### src/rtl/core/rec_pkg.sv
// Package with shared types, time constants and calendar helpers for the occurrence calculator.
`timescale 1ns / 1ps

package rec_pkg;

    localparam int TIME_W = 48;
    localparam int IN_W   = 47;
    localparam int DUR_W  = 40;
    localparam int DAY_W  = 27;
    localparam int PER_W  = 30;

    localparam logic [DAY_W-1:0] DAY_MS  = 27'd86400000;
    localparam logic [PER_W-1:0] DAY_PER = 30'd86400000;
    localparam logic [PER_W-1:0] WEEK_MS = 30'd604800000;
    // 146097 days: every run of 400 Gregorian years has this many.
    localparam logic [IN_W-1:0]  ERA_MS  = 47'd12622780800000;

    // Reciprocals of the two periods scaled by 2^58. The top 32 bits of an
    // elapsed time times one of these, shifted down by 43, give a quotient
    // that is low by at most one.
    localparam logic [31:0] DAY_RCP  = 32'((64'd1 << 58) / 64'd86400000);
    localparam logic [31:0] WEEK_RCP = 32'((64'd1 << 58) / 64'd604800000);

    // Position of 1970 in the 400 and 100 year cycles.
    localparam logic [8:0] EPOCH_Y400 = 9'd370;
    localparam logic [6:0] EPOCH_Y100 = 7'd70;

    // Recurrence modes.
    localparam logic [1:0] MODE_NEVER   = 2'd0;
    localparam logic [1:0] MODE_DAILY   = 2'd1;
    localparam logic [1:0] MODE_WEEKLY  = 2'd2;
    localparam logic [1:0] MODE_MONTHLY = 2'd3;

    // Configuration register indexes.
    localparam logic [1:0] REG_START    = 2'd0;
    localparam logic [1:0] REG_DURATION = 2'd1;
    localparam logic [1:0] REG_MODE     = 2'd2;
    localparam logic [1:0] REG_MDAY     = 2'd3;

    typedef struct packed {
        logic clear;
        logic adv_year;
        logic adv_month;
    } t_cal_ctl;

    typedef struct packed {
        logic       leap;
        logic [4:0] dim;
    } t_cal_sts;

    typedef struct packed {
        logic [TIME_W-1:0] next_start;
        logic              has_next;
        logic [TIME_W-1:0] prev_start;
        logic [TIME_W-1:0] prev_end;
        logic              has_prev;
        logic              active;
        logic              walk_overflow;
    } t_result;

    // Days in a month, months numbered from 1.
    function automatic logic [4:0] month_days(input logic [3:0] mon, input logic leap);
        logic [4:0] d;
        case (mon)
            4'd2:                      d = leap ? 5'd29 : 5'd28;
            4'd4, 4'd6, 4'd9, 4'd11:   d = 5'd30;
            4'd1, 4'd3, 4'd5, 4'd7,
            4'd8, 4'd10, 4'd12:        d = 5'd31;
            default:                   d = 5'd30;
        endcase
        return d;
    endfunction

endpackage

### src/rtl/core/rec_if.sv
// Valid/ready channel interfaces for queries, results and configuration writes.
`timescale 1ns / 1ps

interface rec_query_if;
    logic        valid;
    logic        ready;
    logic [46:0] query_time;
    modport source (output valid, output query_time, input ready);
    modport sink   (input valid, input query_time, output ready);
endinterface

interface rec_res_if;
    logic        valid;
    logic        ready;
    logic [47:0] next_start;
    logic        has_next;
    logic [47:0] prev_start;
    logic [47:0] prev_end;
    logic        has_prev;
    logic        active;
    logic        walk_overflow;
    modport source (output valid, output next_start, output has_next, output prev_start,
                    output prev_end, output has_prev, output active, output walk_overflow,
                    input ready);
    modport sink   (input valid, input next_start, input has_next, input prev_start,
                    input prev_end, input has_prev, input active, input walk_overflow,
                    output ready);
endinterface

interface rec_cfg_if;
    logic        valid;
    logic        ready;
    logic [1:0]  index;
    logic [46:0] data;
    modport source (output valid, output index, output data, input ready);
    modport sink   (input valid, input index, input data, output ready);
endinterface

### src/rtl/core/recurring_event_occurrence_calc.sv
// Top level of the recurring event occurrence calculator.
`timescale 1ns / 1ps

// Each query runs through one shared add/compare datapath under a small
// sequencer. A query before the start time goes straight to the output, mode
// never goes through the finish step, and daily and weekly take a reciprocal
// multiply, a product and two reduction steps. Monthly first locates the start
// month (by 400-year blocks, then years, months and days) and then walks one
// month per cycle, up to the MAX_MONTH_STEPS cap. The input is not ready while
// a query is in work; a finished result waits in an output register.
module recurring_event_occurrence_calc #(
    parameter int MAX_MONTH_STEPS = 4096
) (
    input  logic             i_clk,
    input  logic             i_rst_n,
    rec_query_if.sink        i_query,
    rec_res_if.source        o_res,
    rec_cfg_if.sink          i_cfg
);
    import rec_pkg::*;

    localparam int STEP_W = $clog2(MAX_MONTH_STEPS + 1);
    localparam logic [STEP_W-1:0] STEP_MAX = STEP_W'(MAX_MONTH_STEPS);

    localparam logic [3:0] S_IDLE = 4'd0;
    localparam logic [3:0] S_ERA  = 4'd1;
    localparam logic [3:0] S_YEAR = 4'd2;
    localparam logic [3:0] S_MON  = 4'd3;
    localparam logic [3:0] S_DAYS = 4'd4;
    localparam logic [3:0] S_WALK = 4'd5;
    localparam logic [3:0] S_DIV  = 4'd6;
    localparam logic [3:0] S_SUB  = 4'd7;
    localparam logic [3:0] S_FIN  = 4'd8;
    localparam logic [3:0] S_OUT  = 4'd9;
    localparam logic [3:0] S_MUL  = 4'd10;
    localparam logic [3:0] S_RED  = 4'd11;
    localparam logic [3:0] S_FIX  = 4'd12;

    // Configuration registers.
    logic [IN_W-1:0]  r_start;
    logic [DUR_W-1:0] r_dur;
    logic [1:0]       r_mode;
    logic [4:0]       r_mday;

    logic [3:0]        r_state;
    logic [IN_W-1:0]   r_q;
    logic [IN_W-1:0]   r_rem;
    logic [PER_W-1:0]  r_r;
    logic [63:0]       r_prod;
    logic [TIME_W-1:0] r_g;
    logic [TIME_W-1:0] r_last;
    logic [STEP_W-1:0] r_steps;
    logic              r_first;
    t_result           r_res;
    t_result           r_out;
    logic              r_ov;

    t_cal_ctl cal_ctl;
    t_cal_sts cal_sts;

    logic              q_acc;
    logic              out_free;
    logic [PER_W-1:0]  per;
    logic [31:0]       rcp;
    logic [35:0]       ylen;
    logic [31:0]       mlen;
    logic [4:0]        target;
    logic [4:0]        day_clamp;
    logic [31:0]       off;
    logic [TIME_W-1:0] cur;
    logic [TIME_W-1:0] pend;

    rec_cal u_cal (
        .i_clk (i_clk),
        .i_ctl (cal_ctl),
        .o_sts (cal_sts)
    );

    assign i_cfg.ready   = 1'b1;
    assign i_query.ready = (r_state == S_IDLE);
    assign q_acc         = i_query.valid && i_query.ready;
    assign out_free      = !r_ov || o_res.ready;

    // Configuration writes.
    always_ff @(posedge i_clk) begin
        if (!i_rst_n) begin
            r_start <= '0;
            r_dur   <= '0;
            r_mode  <= MODE_NEVER;
            r_mday  <= '0;
        end else if (i_cfg.valid) begin
            case (i_cfg.index)
                REG_START:    r_start <= i_cfg.data;
                REG_DURATION: r_dur   <= i_cfg.data[DUR_W-1:0];
                REG_MODE:     r_mode  <= i_cfg.data[1:0];
                REG_MDAY:     r_mday  <= i_cfg.data[4:0];
                default:      ;
            endcase
        end
    end

    // Shared arithmetic terms.
    assign per       = (r_mode == MODE_DAILY) ? DAY_PER : WEEK_MS;
    assign rcp       = (r_mode == MODE_DAILY) ? DAY_RCP : WEEK_RCP;
    assign ylen      = (cal_sts.leap ? 9'd366 : 9'd365) * DAY_MS;
    assign mlen      = cal_sts.dim * DAY_MS;
    assign target    = (r_mday == 5'd0) ? 5'd1 : r_mday;
    assign day_clamp = (target > cal_sts.dim) ? cal_sts.dim : target;
    assign off       = (day_clamp - 5'd1) * DAY_MS;
    assign cur       = r_first ? {1'b0, r_start} : r_g + {16'd0, off};
    assign pend      = r_res.prev_start + {8'd0, r_dur};

    // Calendar tracker control.
    always_comb begin
        cal_ctl.clear     = q_acc;
        cal_ctl.adv_year  = (r_state == S_YEAR) && (r_rem >= {11'd0, ylen});
        cal_ctl.adv_month = ((r_state == S_MON) && (r_rem >= {15'd0, mlen}))
                         || ((r_state == S_WALK) && (cur <= {1'b0, r_q})
                             && (r_steps != STEP_MAX));
    end

    // Sequencer and datapath.
    always_ff @(posedge i_clk) begin
        if (!i_rst_n) begin
            r_state <= S_IDLE;
        end else begin
            case (r_state)
                S_IDLE: begin
                    if (q_acc) begin
                        r_q   <= i_query.query_time;
                        r_res <= '0;
                        if (i_query.query_time < r_start) begin
                            r_res.next_start <= {1'b0, r_start};
                            r_res.has_next   <= 1'b1;
                            r_state          <= S_OUT;
                        end else if (r_mode == MODE_NEVER) begin
                            r_res.prev_start <= {1'b0, r_start};
                            r_state          <= S_FIN;
                        end else if (r_mode == MODE_MONTHLY) begin
                            r_rem   <= r_start;
                            r_state <= S_ERA;
                        end else begin
                            r_rem   <= i_query.query_time - r_start;
                            r_state <= S_DIV;
                        end
                    end
                end
                S_ERA: begin
                    if (r_rem >= ERA_MS) begin
                        r_rem <= r_rem - ERA_MS;
                    end else begin
                        r_state <= S_YEAR;
                    end
                end
                S_YEAR: begin
                    if (r_rem >= {11'd0, ylen}) begin
                        r_rem <= r_rem - {11'd0, ylen};
                    end else begin
                        r_state <= S_MON;
                    end
                end
                S_MON: begin
                    if (r_rem >= {15'd0, mlen}) begin
                        r_rem <= r_rem - {15'd0, mlen};
                    end else begin
                        // First millisecond of the start month.
                        r_g     <= {1'b0, r_start - r_rem};
                        r_state <= S_DAYS;
                    end
                end
                S_DAYS: begin
                    if (r_rem >= {20'd0, DAY_MS}) begin
                        r_rem <= r_rem - {20'd0, DAY_MS};
                    end else begin
                        // Add back the time of day so later steps keep it.
                        r_g     <= r_g + {1'b0, r_rem};
                        r_first <= 1'b1;
                        r_steps <= '0;
                        r_last  <= {1'b0, r_start};
                        r_state <= S_WALK;
                    end
                end
                S_WALK: begin
                    if (cur <= {1'b0, r_q}) begin
                        if (r_steps == STEP_MAX) begin
                            r_res.walk_overflow <= 1'b1;
                            r_res.prev_start    <= cur;
                            r_state             <= S_FIN;
                        end else begin
                            r_last  <= cur;
                            r_g     <= r_g + {16'd0, mlen};
                            r_steps <= r_steps + 1'b1;
                            r_first <= 1'b0;
                        end
                    end else begin
                        r_res.prev_start <= r_last;
                        r_res.next_start <= cur;
                        r_res.has_next   <= 1'b1;
                        r_state          <= S_FIN;
                    end
                end
                S_DIV: begin
                    // Quotient estimate from the top 32 bits of the elapsed time.
                    r_prod  <= r_rem[IN_W-1:15] * rcp;
                    r_state <= S_MUL;
                end
                S_MUL: begin
                    // Whole periods covered by the estimate.
                    r_prod  <= r_prod[63:43] * per;
                    r_state <= S_RED;
                end
                S_RED: begin
                    // What is left is below two periods.
                    r_rem   <= r_rem - r_prod[IN_W-1:0];
                    r_state <= S_FIX;
                end
                S_FIX: begin
                    if (r_rem >= {17'd0, per}) begin
                        r_r <= PER_W'(r_rem - {17'd0, per});
                    end else begin
                        r_r <= r_rem[PER_W-1:0];
                    end
                    r_state <= S_SUB;
                end
                S_SUB: begin
                    r_res.prev_start <= {1'b0, r_q - {17'd0, r_r}};
                    r_state          <= S_FIN;
                end
                S_FIN: begin
                    r_res.has_prev <= 1'b1;
                    r_res.prev_end <= pend;
                    r_res.active   <= ({1'b0, r_q} < pend);
                    if ((r_mode == MODE_DAILY) || (r_mode == MODE_WEEKLY)) begin
                        r_res.next_start <= r_res.prev_start + {18'd0, per};
                        r_res.has_next   <= 1'b1;
                    end
                    r_state <= S_OUT;
                end
                S_OUT: begin
                    if (out_free) begin
                        r_state <= S_IDLE;
                    end
                end
                default: r_state <= S_IDLE;
            endcase
        end
    end

    // Output register.
    always_ff @(posedge i_clk) begin
        if (!i_rst_n) begin
            r_ov <= 1'b0;
        end else if ((r_state == S_OUT) && out_free) begin
            r_ov <= 1'b1;
        end else if (o_res.ready) begin
            r_ov <= 1'b0;
        end
    end

    always_ff @(posedge i_clk) begin
        if ((r_state == S_OUT) && out_free) begin
            r_out <= r_res;
        end
    end

    assign o_res.valid         = r_ov;
    assign o_res.next_start    = r_out.next_start;
    assign o_res.has_next      = r_out.has_next;
    assign o_res.prev_start    = r_out.prev_start;
    assign o_res.prev_end      = r_out.prev_end;
    assign o_res.has_prev      = r_out.has_prev;
    assign o_res.active        = r_out.active;
    assign o_res.walk_overflow = r_out.walk_overflow;

    // A capped walk never reports a next occurrence.
    a_ovf_no_next: assert property (@(posedge i_clk) disable iff (!i_rst_n)
        r_ov |-> !(r_out.walk_overflow && r_out.has_next))
        else $error("overflow result carries a next occurrence");

    // Nothing before the start time can be active.
    a_active_prev: assert property (@(posedge i_clk) disable iff (!i_rst_n)
        r_ov |-> (r_out.has_prev || !r_out.active))
        else $error("active without a previous occurrence");

    // The month walk stops at the cap.
    a_step_cap: assert property (@(posedge i_clk) disable iff (!i_rst_n)
        (r_state == S_WALK) |-> (r_steps <= STEP_MAX))
        else $error("month walk ran past the step cap");

    // A result is loaded only once the output register is free.
    a_load: assert property (@(posedge i_clk) disable iff (!i_rst_n)
        (r_ov && !o_res.ready) |=> r_ov)
        else $error("pending result dropped");

endmodule

### src/rtl/core/rec_cal.sv
// Calendar position tracker: year within the leap cycles and month of year.
`timescale 1ns / 1ps

module rec_cal (
    input  logic              i_clk,
    input  rec_pkg::t_cal_ctl i_ctl,
    output rec_pkg::t_cal_sts o_sts
);
    import rec_pkg::*;

    logic [8:0] r_y400, n_y400;
    logic [6:0] r_y100, n_y100;
    logic [3:0] r_mon, n_mon;
    logic       year_step;
    logic       leap;

    // A month step past December also moves the year.
    assign year_step = i_ctl.adv_year || (i_ctl.adv_month && (r_mon == 4'd12));

    always_comb begin
        n_y400 = r_y400;
        n_y100 = r_y100;
        n_mon  = r_mon;
        if (i_ctl.clear) begin
            n_y400 = EPOCH_Y400;
            n_y100 = EPOCH_Y100;
            n_mon  = 4'd1;
        end else begin
            if (year_step) begin
                n_y400 = (r_y400 == 9'd399) ? 9'd0 : r_y400 + 9'd1;
                n_y100 = (r_y100 == 7'd99) ? 7'd0 : r_y100 + 7'd1;
            end
            if (i_ctl.adv_month) begin
                n_mon = (r_mon == 4'd12) ? 4'd1 : r_mon + 4'd1;
            end
        end
    end

    always_ff @(posedge i_clk) begin
        r_y400 <= n_y400;
        r_y100 <= n_y100;
        r_mon  <= n_mon;
    end

    // Gregorian rule: divisible by 4 and not by 100, or divisible by 400.
    assign leap = ((r_y400[1:0] == 2'd0) && (r_y100 != 7'd0)) || (r_y400 == 9'd0);
    assign o_sts.leap = leap;
    assign o_sts.dim  = month_days(r_mon, leap);

endmodule
### src/flat_wrapper.sv
// flat-port wrapper written by rule: the top's interface ports become plain ports
module recurring_event_occurrence_calc_flat import rec_pkg::*;
#(
    parameter int MAX_MONTH_STEPS = 4096
)
  (i_clk, i_rst_n, i_query_valid, i_query_query_time, i_query_ready, o_res_valid, o_res_next_start, o_res_has_next, o_res_prev_start, o_res_prev_end, o_res_has_prev, o_res_active, o_res_walk_overflow, o_res_ready, i_cfg_valid, i_cfg_index, i_cfg_data, i_cfg_ready);
  rec_query_if i_query_i ();
  rec_res_if o_res_i ();
  rec_cfg_if i_cfg_i ();
  input  logic i_clk;
  input  logic i_rst_n;
  input wire logic [$bits(i_query_i.valid)-1:0] i_query_valid;
  input wire logic [$bits(i_query_i.query_time)-1:0] i_query_query_time;
  output wire logic [$bits(i_query_i.ready)-1:0] i_query_ready;
  output wire logic [$bits(o_res_i.valid)-1:0] o_res_valid;
  output wire logic [$bits(o_res_i.next_start)-1:0] o_res_next_start;
  output wire logic [$bits(o_res_i.has_next)-1:0] o_res_has_next;
  output wire logic [$bits(o_res_i.prev_start)-1:0] o_res_prev_start;
  output wire logic [$bits(o_res_i.prev_end)-1:0] o_res_prev_end;
  output wire logic [$bits(o_res_i.has_prev)-1:0] o_res_has_prev;
  output wire logic [$bits(o_res_i.active)-1:0] o_res_active;
  output wire logic [$bits(o_res_i.walk_overflow)-1:0] o_res_walk_overflow;
  input wire logic [$bits(o_res_i.ready)-1:0] o_res_ready;
  input wire logic [$bits(i_cfg_i.valid)-1:0] i_cfg_valid;
  input wire logic [$bits(i_cfg_i.index)-1:0] i_cfg_index;
  input wire logic [$bits(i_cfg_i.data)-1:0] i_cfg_data;
  output wire logic [$bits(i_cfg_i.ready)-1:0] i_cfg_ready;
  assign i_query_i.valid = i_query_valid;
  assign i_query_i.query_time = i_query_query_time;
  assign i_query_ready = i_query_i.ready;
  assign o_res_valid = o_res_i.valid;
  assign o_res_next_start = o_res_i.next_start;
  assign o_res_has_next = o_res_i.has_next;
  assign o_res_prev_start = o_res_i.prev_start;
  assign o_res_prev_end = o_res_i.prev_end;
  assign o_res_has_prev = o_res_i.has_prev;
  assign o_res_active = o_res_i.active;
  assign o_res_walk_overflow = o_res_i.walk_overflow;
  assign o_res_i.ready = o_res_ready;
  assign i_cfg_i.valid = i_cfg_valid;
  assign i_cfg_i.index = i_cfg_index;
  assign i_cfg_i.data = i_cfg_data;
  assign i_cfg_ready = i_cfg_i.ready;
  recurring_event_occurrence_calc #(.MAX_MONTH_STEPS(MAX_MONTH_STEPS)) u_core (.i_clk(i_clk), .i_rst_n(i_rst_n), .i_query(i_query_i), .o_res(o_res_i), .i_cfg(i_cfg_i));
endmodule
### config.mk
export PLATFORM = sky130hd
export DESIGN_NAME = recurring_event_occurrence_calc_flat
export DESIGN_NICKNAME = d
export VERILOG_FILES = /design/src/rtl/core/rec_pkg.sv /design/src/rtl/core/rec_if.sv /design/src/rtl/core/recurring_event_occurrence_calc.sv /design/src/rtl/core/rec_cal.sv /design/src/flat_wrapper.sv
export SDC_FILE = /design/constraint.sdc
export NUM_CORES = 2
export LEC_CHECK = 0
export BUFFER_PORTS_ARGS = -buffer_cell sky130_fd_sc_hd__buf_4
export CORE_UTILIZATION = 50
export DETAILED_ROUTE_END_ITERATION = 7
export GPL_TIMING_DRIVEN = 0
export HOLD_SLACK_MARGIN = 0.02
export PLACE_DENSITY = 0.69
export SYNTH_ARGS = -nofsm -noshare
export SYNTH_HDL_FRONTEND = slang
export SYNTH_SLANG_ARGS = --single-unit
### constraint.sdc
create_clock -name i_clk -period 39.1 [get_ports i_clk]
set_input_delay 1.955 -clock i_clk [delete_from_list [all_inputs] [get_ports i_clk]]
set_output_delay 1.955 -clock i_clk [all_outputs]
set_load 0.005 [all_outputs]
==> run summary <==
maxcap violations: 2
die height: 429 microns
Final setup viols: 0
CTS tree: built
number of synthesized register bits: 713
Critical Setup Path Class: reg2reg
slew margin rel.: -0.0665
Worst Path Arrival: 18.60 ns
first-pass GRT wire length: 519 mm
Starting Density: 0.504
per-cell routed wire length: 28.5 microns
slowest stage delay, CP: 0.94 ns
dpl hpwl: 301 mm
overall routed net length: 358 mm
Yosys cell types: 105
syn_area_per_cell: 9.46 sq um
Die Width: 429 microns
Slowest cell on crit path: a41oi_1
Final Cycle Share: 0.465
Area Overhead vs Synth: 9.40%
Detail Route Antenna Nets: 0
CTS buffer count: 84
Worst Path Max Fanout: 29
clk_lat worst skew: 0.77 ns
Final Hold Fails: 0
CTS Buffer Depth: 3
max-slew violation count: 11
post-synthesis cell count: 9647
die area: 184000 sq um
most numerous cell on the critical path: ha_1
r2r setup slk: 20.92 ns
Rows: 156
Final Skew: 0.0815 ns
filler cell count: 16.4k
clock sink count: 713
Critical Path Source Type: flop
H-tree levels: 3
post-synthesis sequential area ratio: 0.221
number of synthesized flops with an enable pin: 594
PortBufs: 249
Reg clk slew, reported paths: 0.06 ns
Resize count post-CTS: 0
Data required, critical path: 39.52 ns
share of the synthesized area in the top cell type: 0.207
Hold Path Class: reg2reg
Total GRT Usage: 0.386
Least-Margin Pin Slew: 1.59 ns
Tmin final: 18.18 ns
Setup crit end kind: flop
Cell Area, Synth: 91300 sq um
top_reg_cell synth: edfxtp_1
via count: 76.8k
largest net degree at the start of global routing: 34
drt pass-1 iters: 7
Syn. warnings: 0
gr ovfl total: 0
share of cells above drive strength 1: 0.0525
vias in the first global route: 78.3k
failing checks: max-capacitance violations, max-slew violations
DR vias/cell: 6.13
largest area contributor in the synthesized netlist: fa_1
highest clock rate: 55.0 MHz
Post-CTS Setup Bufs: 0
root buf cell: clkbuf_16
initial antenna violation count: 7
Nets: 12.3k
CTS Hold Bufs: 0
Async S/R FF share, synth: 0
area of the core: 181000 sq um
unrepaired setup endpoints after global routing: false
final setup TNS: 0 ns
top cells by area, synth: fa_1, edfxtp_1, ha_1
DRC Markers: 0
Final GP Congestion: 1.06
status: complete, but fails checks
DRT iter0 DRCs: 7078
I/O pins: 252
==> final cells by class <==
type                            count  area [sq um]  share of cell area
Antenna cell                        4          10.0            0.000100
Buffer                            277          1090              0.0109
Clock buffer                      109          2300              0.0230
Clock inverter                     45           531             0.00531
Inverter                         1517          5690              0.0570
Multi-Input combinational cell   7212         64700               0.647
Sequential cell                   713         20200               0.202
Tap cell                         2370          2970              0.0297
Timing Repair Buffer              288          2410              0.0241
==> cell usage after synthesis (all sizes together) (102+ instances only) <==
master	number
a21boi	114
a21o	302
a21oi	566
clkbuf	225
dfxtp	119
edfxtp	594
fa	946
ha	1186
inv	1514
nand2	729
nand3	177
nor2	503
nor2b	102
o21ai	467
xnor2	302
xor2	222
==> cell families (layout without fill, tap and decap cells) <==
family                     after synthesis  after routing  synth area share
AOI/OAI and AO/OA                     2301           2301             0.166
xor gates and xnor gates               524            524            0.0503
adders and majority gates             2133           2133             0.370
buffers and inverters                 1794           2236            0.0743
DFF                                    713            713             0.221
muxes                                   84             84           0.00940
other                                    2             78         0.0000823
and+or+nand+nor                       2096           2096             0.108
==> worst max-delay path: cells and delay by family, from the launching register on <==
| family | cells | cell delay (ns) |
|---|---|---|
| AOI/OAI and AO/OA | 14 | 4.08 |
| xor gates and xnor gates | 3 | 1.58 |
| adders and majority gates | 10 | 3.65 |
| buffers and inverters | 8 | 2.42 |
| DFF | 1 | 0.37 |
| muxes | 2 | 0.98 |
| and+or+nand+nor | 13 | 4.63 |
==> per-stage QoR <==
| step | util | hold WS, ns | instances | area (sq um) | worst slack (ns) |
|---|---|---|---|---|---|
| after floorplan | - | 0.400 | 9719 | 91600 | 25.40 |
| after global placement | 0.532 | 0.403 | 12338 | 96400 | 17.02 |
| after detailed placement | 0.536 | 0.405 | 12375 | 97000 | 21.18 |
| after CTS | 0.551 | 0.419 | 12529 | 99800 | 21.05 |
| after global routing | 0.551 | 0.422 | 12531 | 99900 | 20.20 |
| final | 0.551 | 0.417 | 12535 | 99900 | 20.92 |
==> layout by cell type (no fill, tap or decap), types with 119 or more instances in the layout <==
cell,Yosys,layout
nor2_1,503,500
buf_4,2,257
xor2_1,222,222
nand2_1,729,729
nand3_1,176,176
clkbuf_1,225,240
inv_1,1513,1513
a21o_1,302,302
dfxtp_1,119,119
a21oi_1,565,563
xnor2_1,302,302
ha_1,1186,1185
o21ai_0,420,420
edfxtp_1,594,594
fa_1,946,946
==> registers in the layout, summed over array words and instances (netlist names), 7 cells and up <==
name	flops
u_core.r_q	47
u_core.r_prod	64
u_core.r_g	48
u_core.r_res	148
u_core.o_res.next_start	48
u_core.r_start	47
u_core.u_cal.r_y400	9
u_core.o_res.prev_start	48
u_core.r_dur	40
u_core.r_r	30
u_core.o_res.prev_end	48
u_core.r_last	48
u_core.u_cal.r_y100	7
u_core.r_rem	47
u_core.r_steps	13
==> final timing paths <==
path,endpoint,cells after the start,from
max,u_core.r_res[101]$_DFFE_PP_,50,u_core.u_cal.r_mon[0]$_SDFFE_PP1P_
min,u_core.o_res.prev_end[6]$_DFFE_PP_,0,u_core.r_res[9]$_SDFFCE_PN0P_
max reg2reg,u_core.r_res[101]$_DFFE_PP_,50,u_core.u_cal.r_mon[0]$_SDFFE_PP1P_
min reg2reg,u_core.o_res.prev_end[6]$_DFFE_PP_,0,u_core.r_res[9]$_SDFFCE_PN0P_
==> routing by layer <==
metal	global-route usage	up-vias	wire length [microns]
met4	0.302	8	33600
met5	0	-	49
met3	0.0544	1113	25900
li1	-	34126	-
met1	0.455	37790	133000
met2	0.633	3778	165000
Power is left out: the tool's default activity adds up to more than one toggle a clock period on the data nets, which glitch-free logic cannot reach.
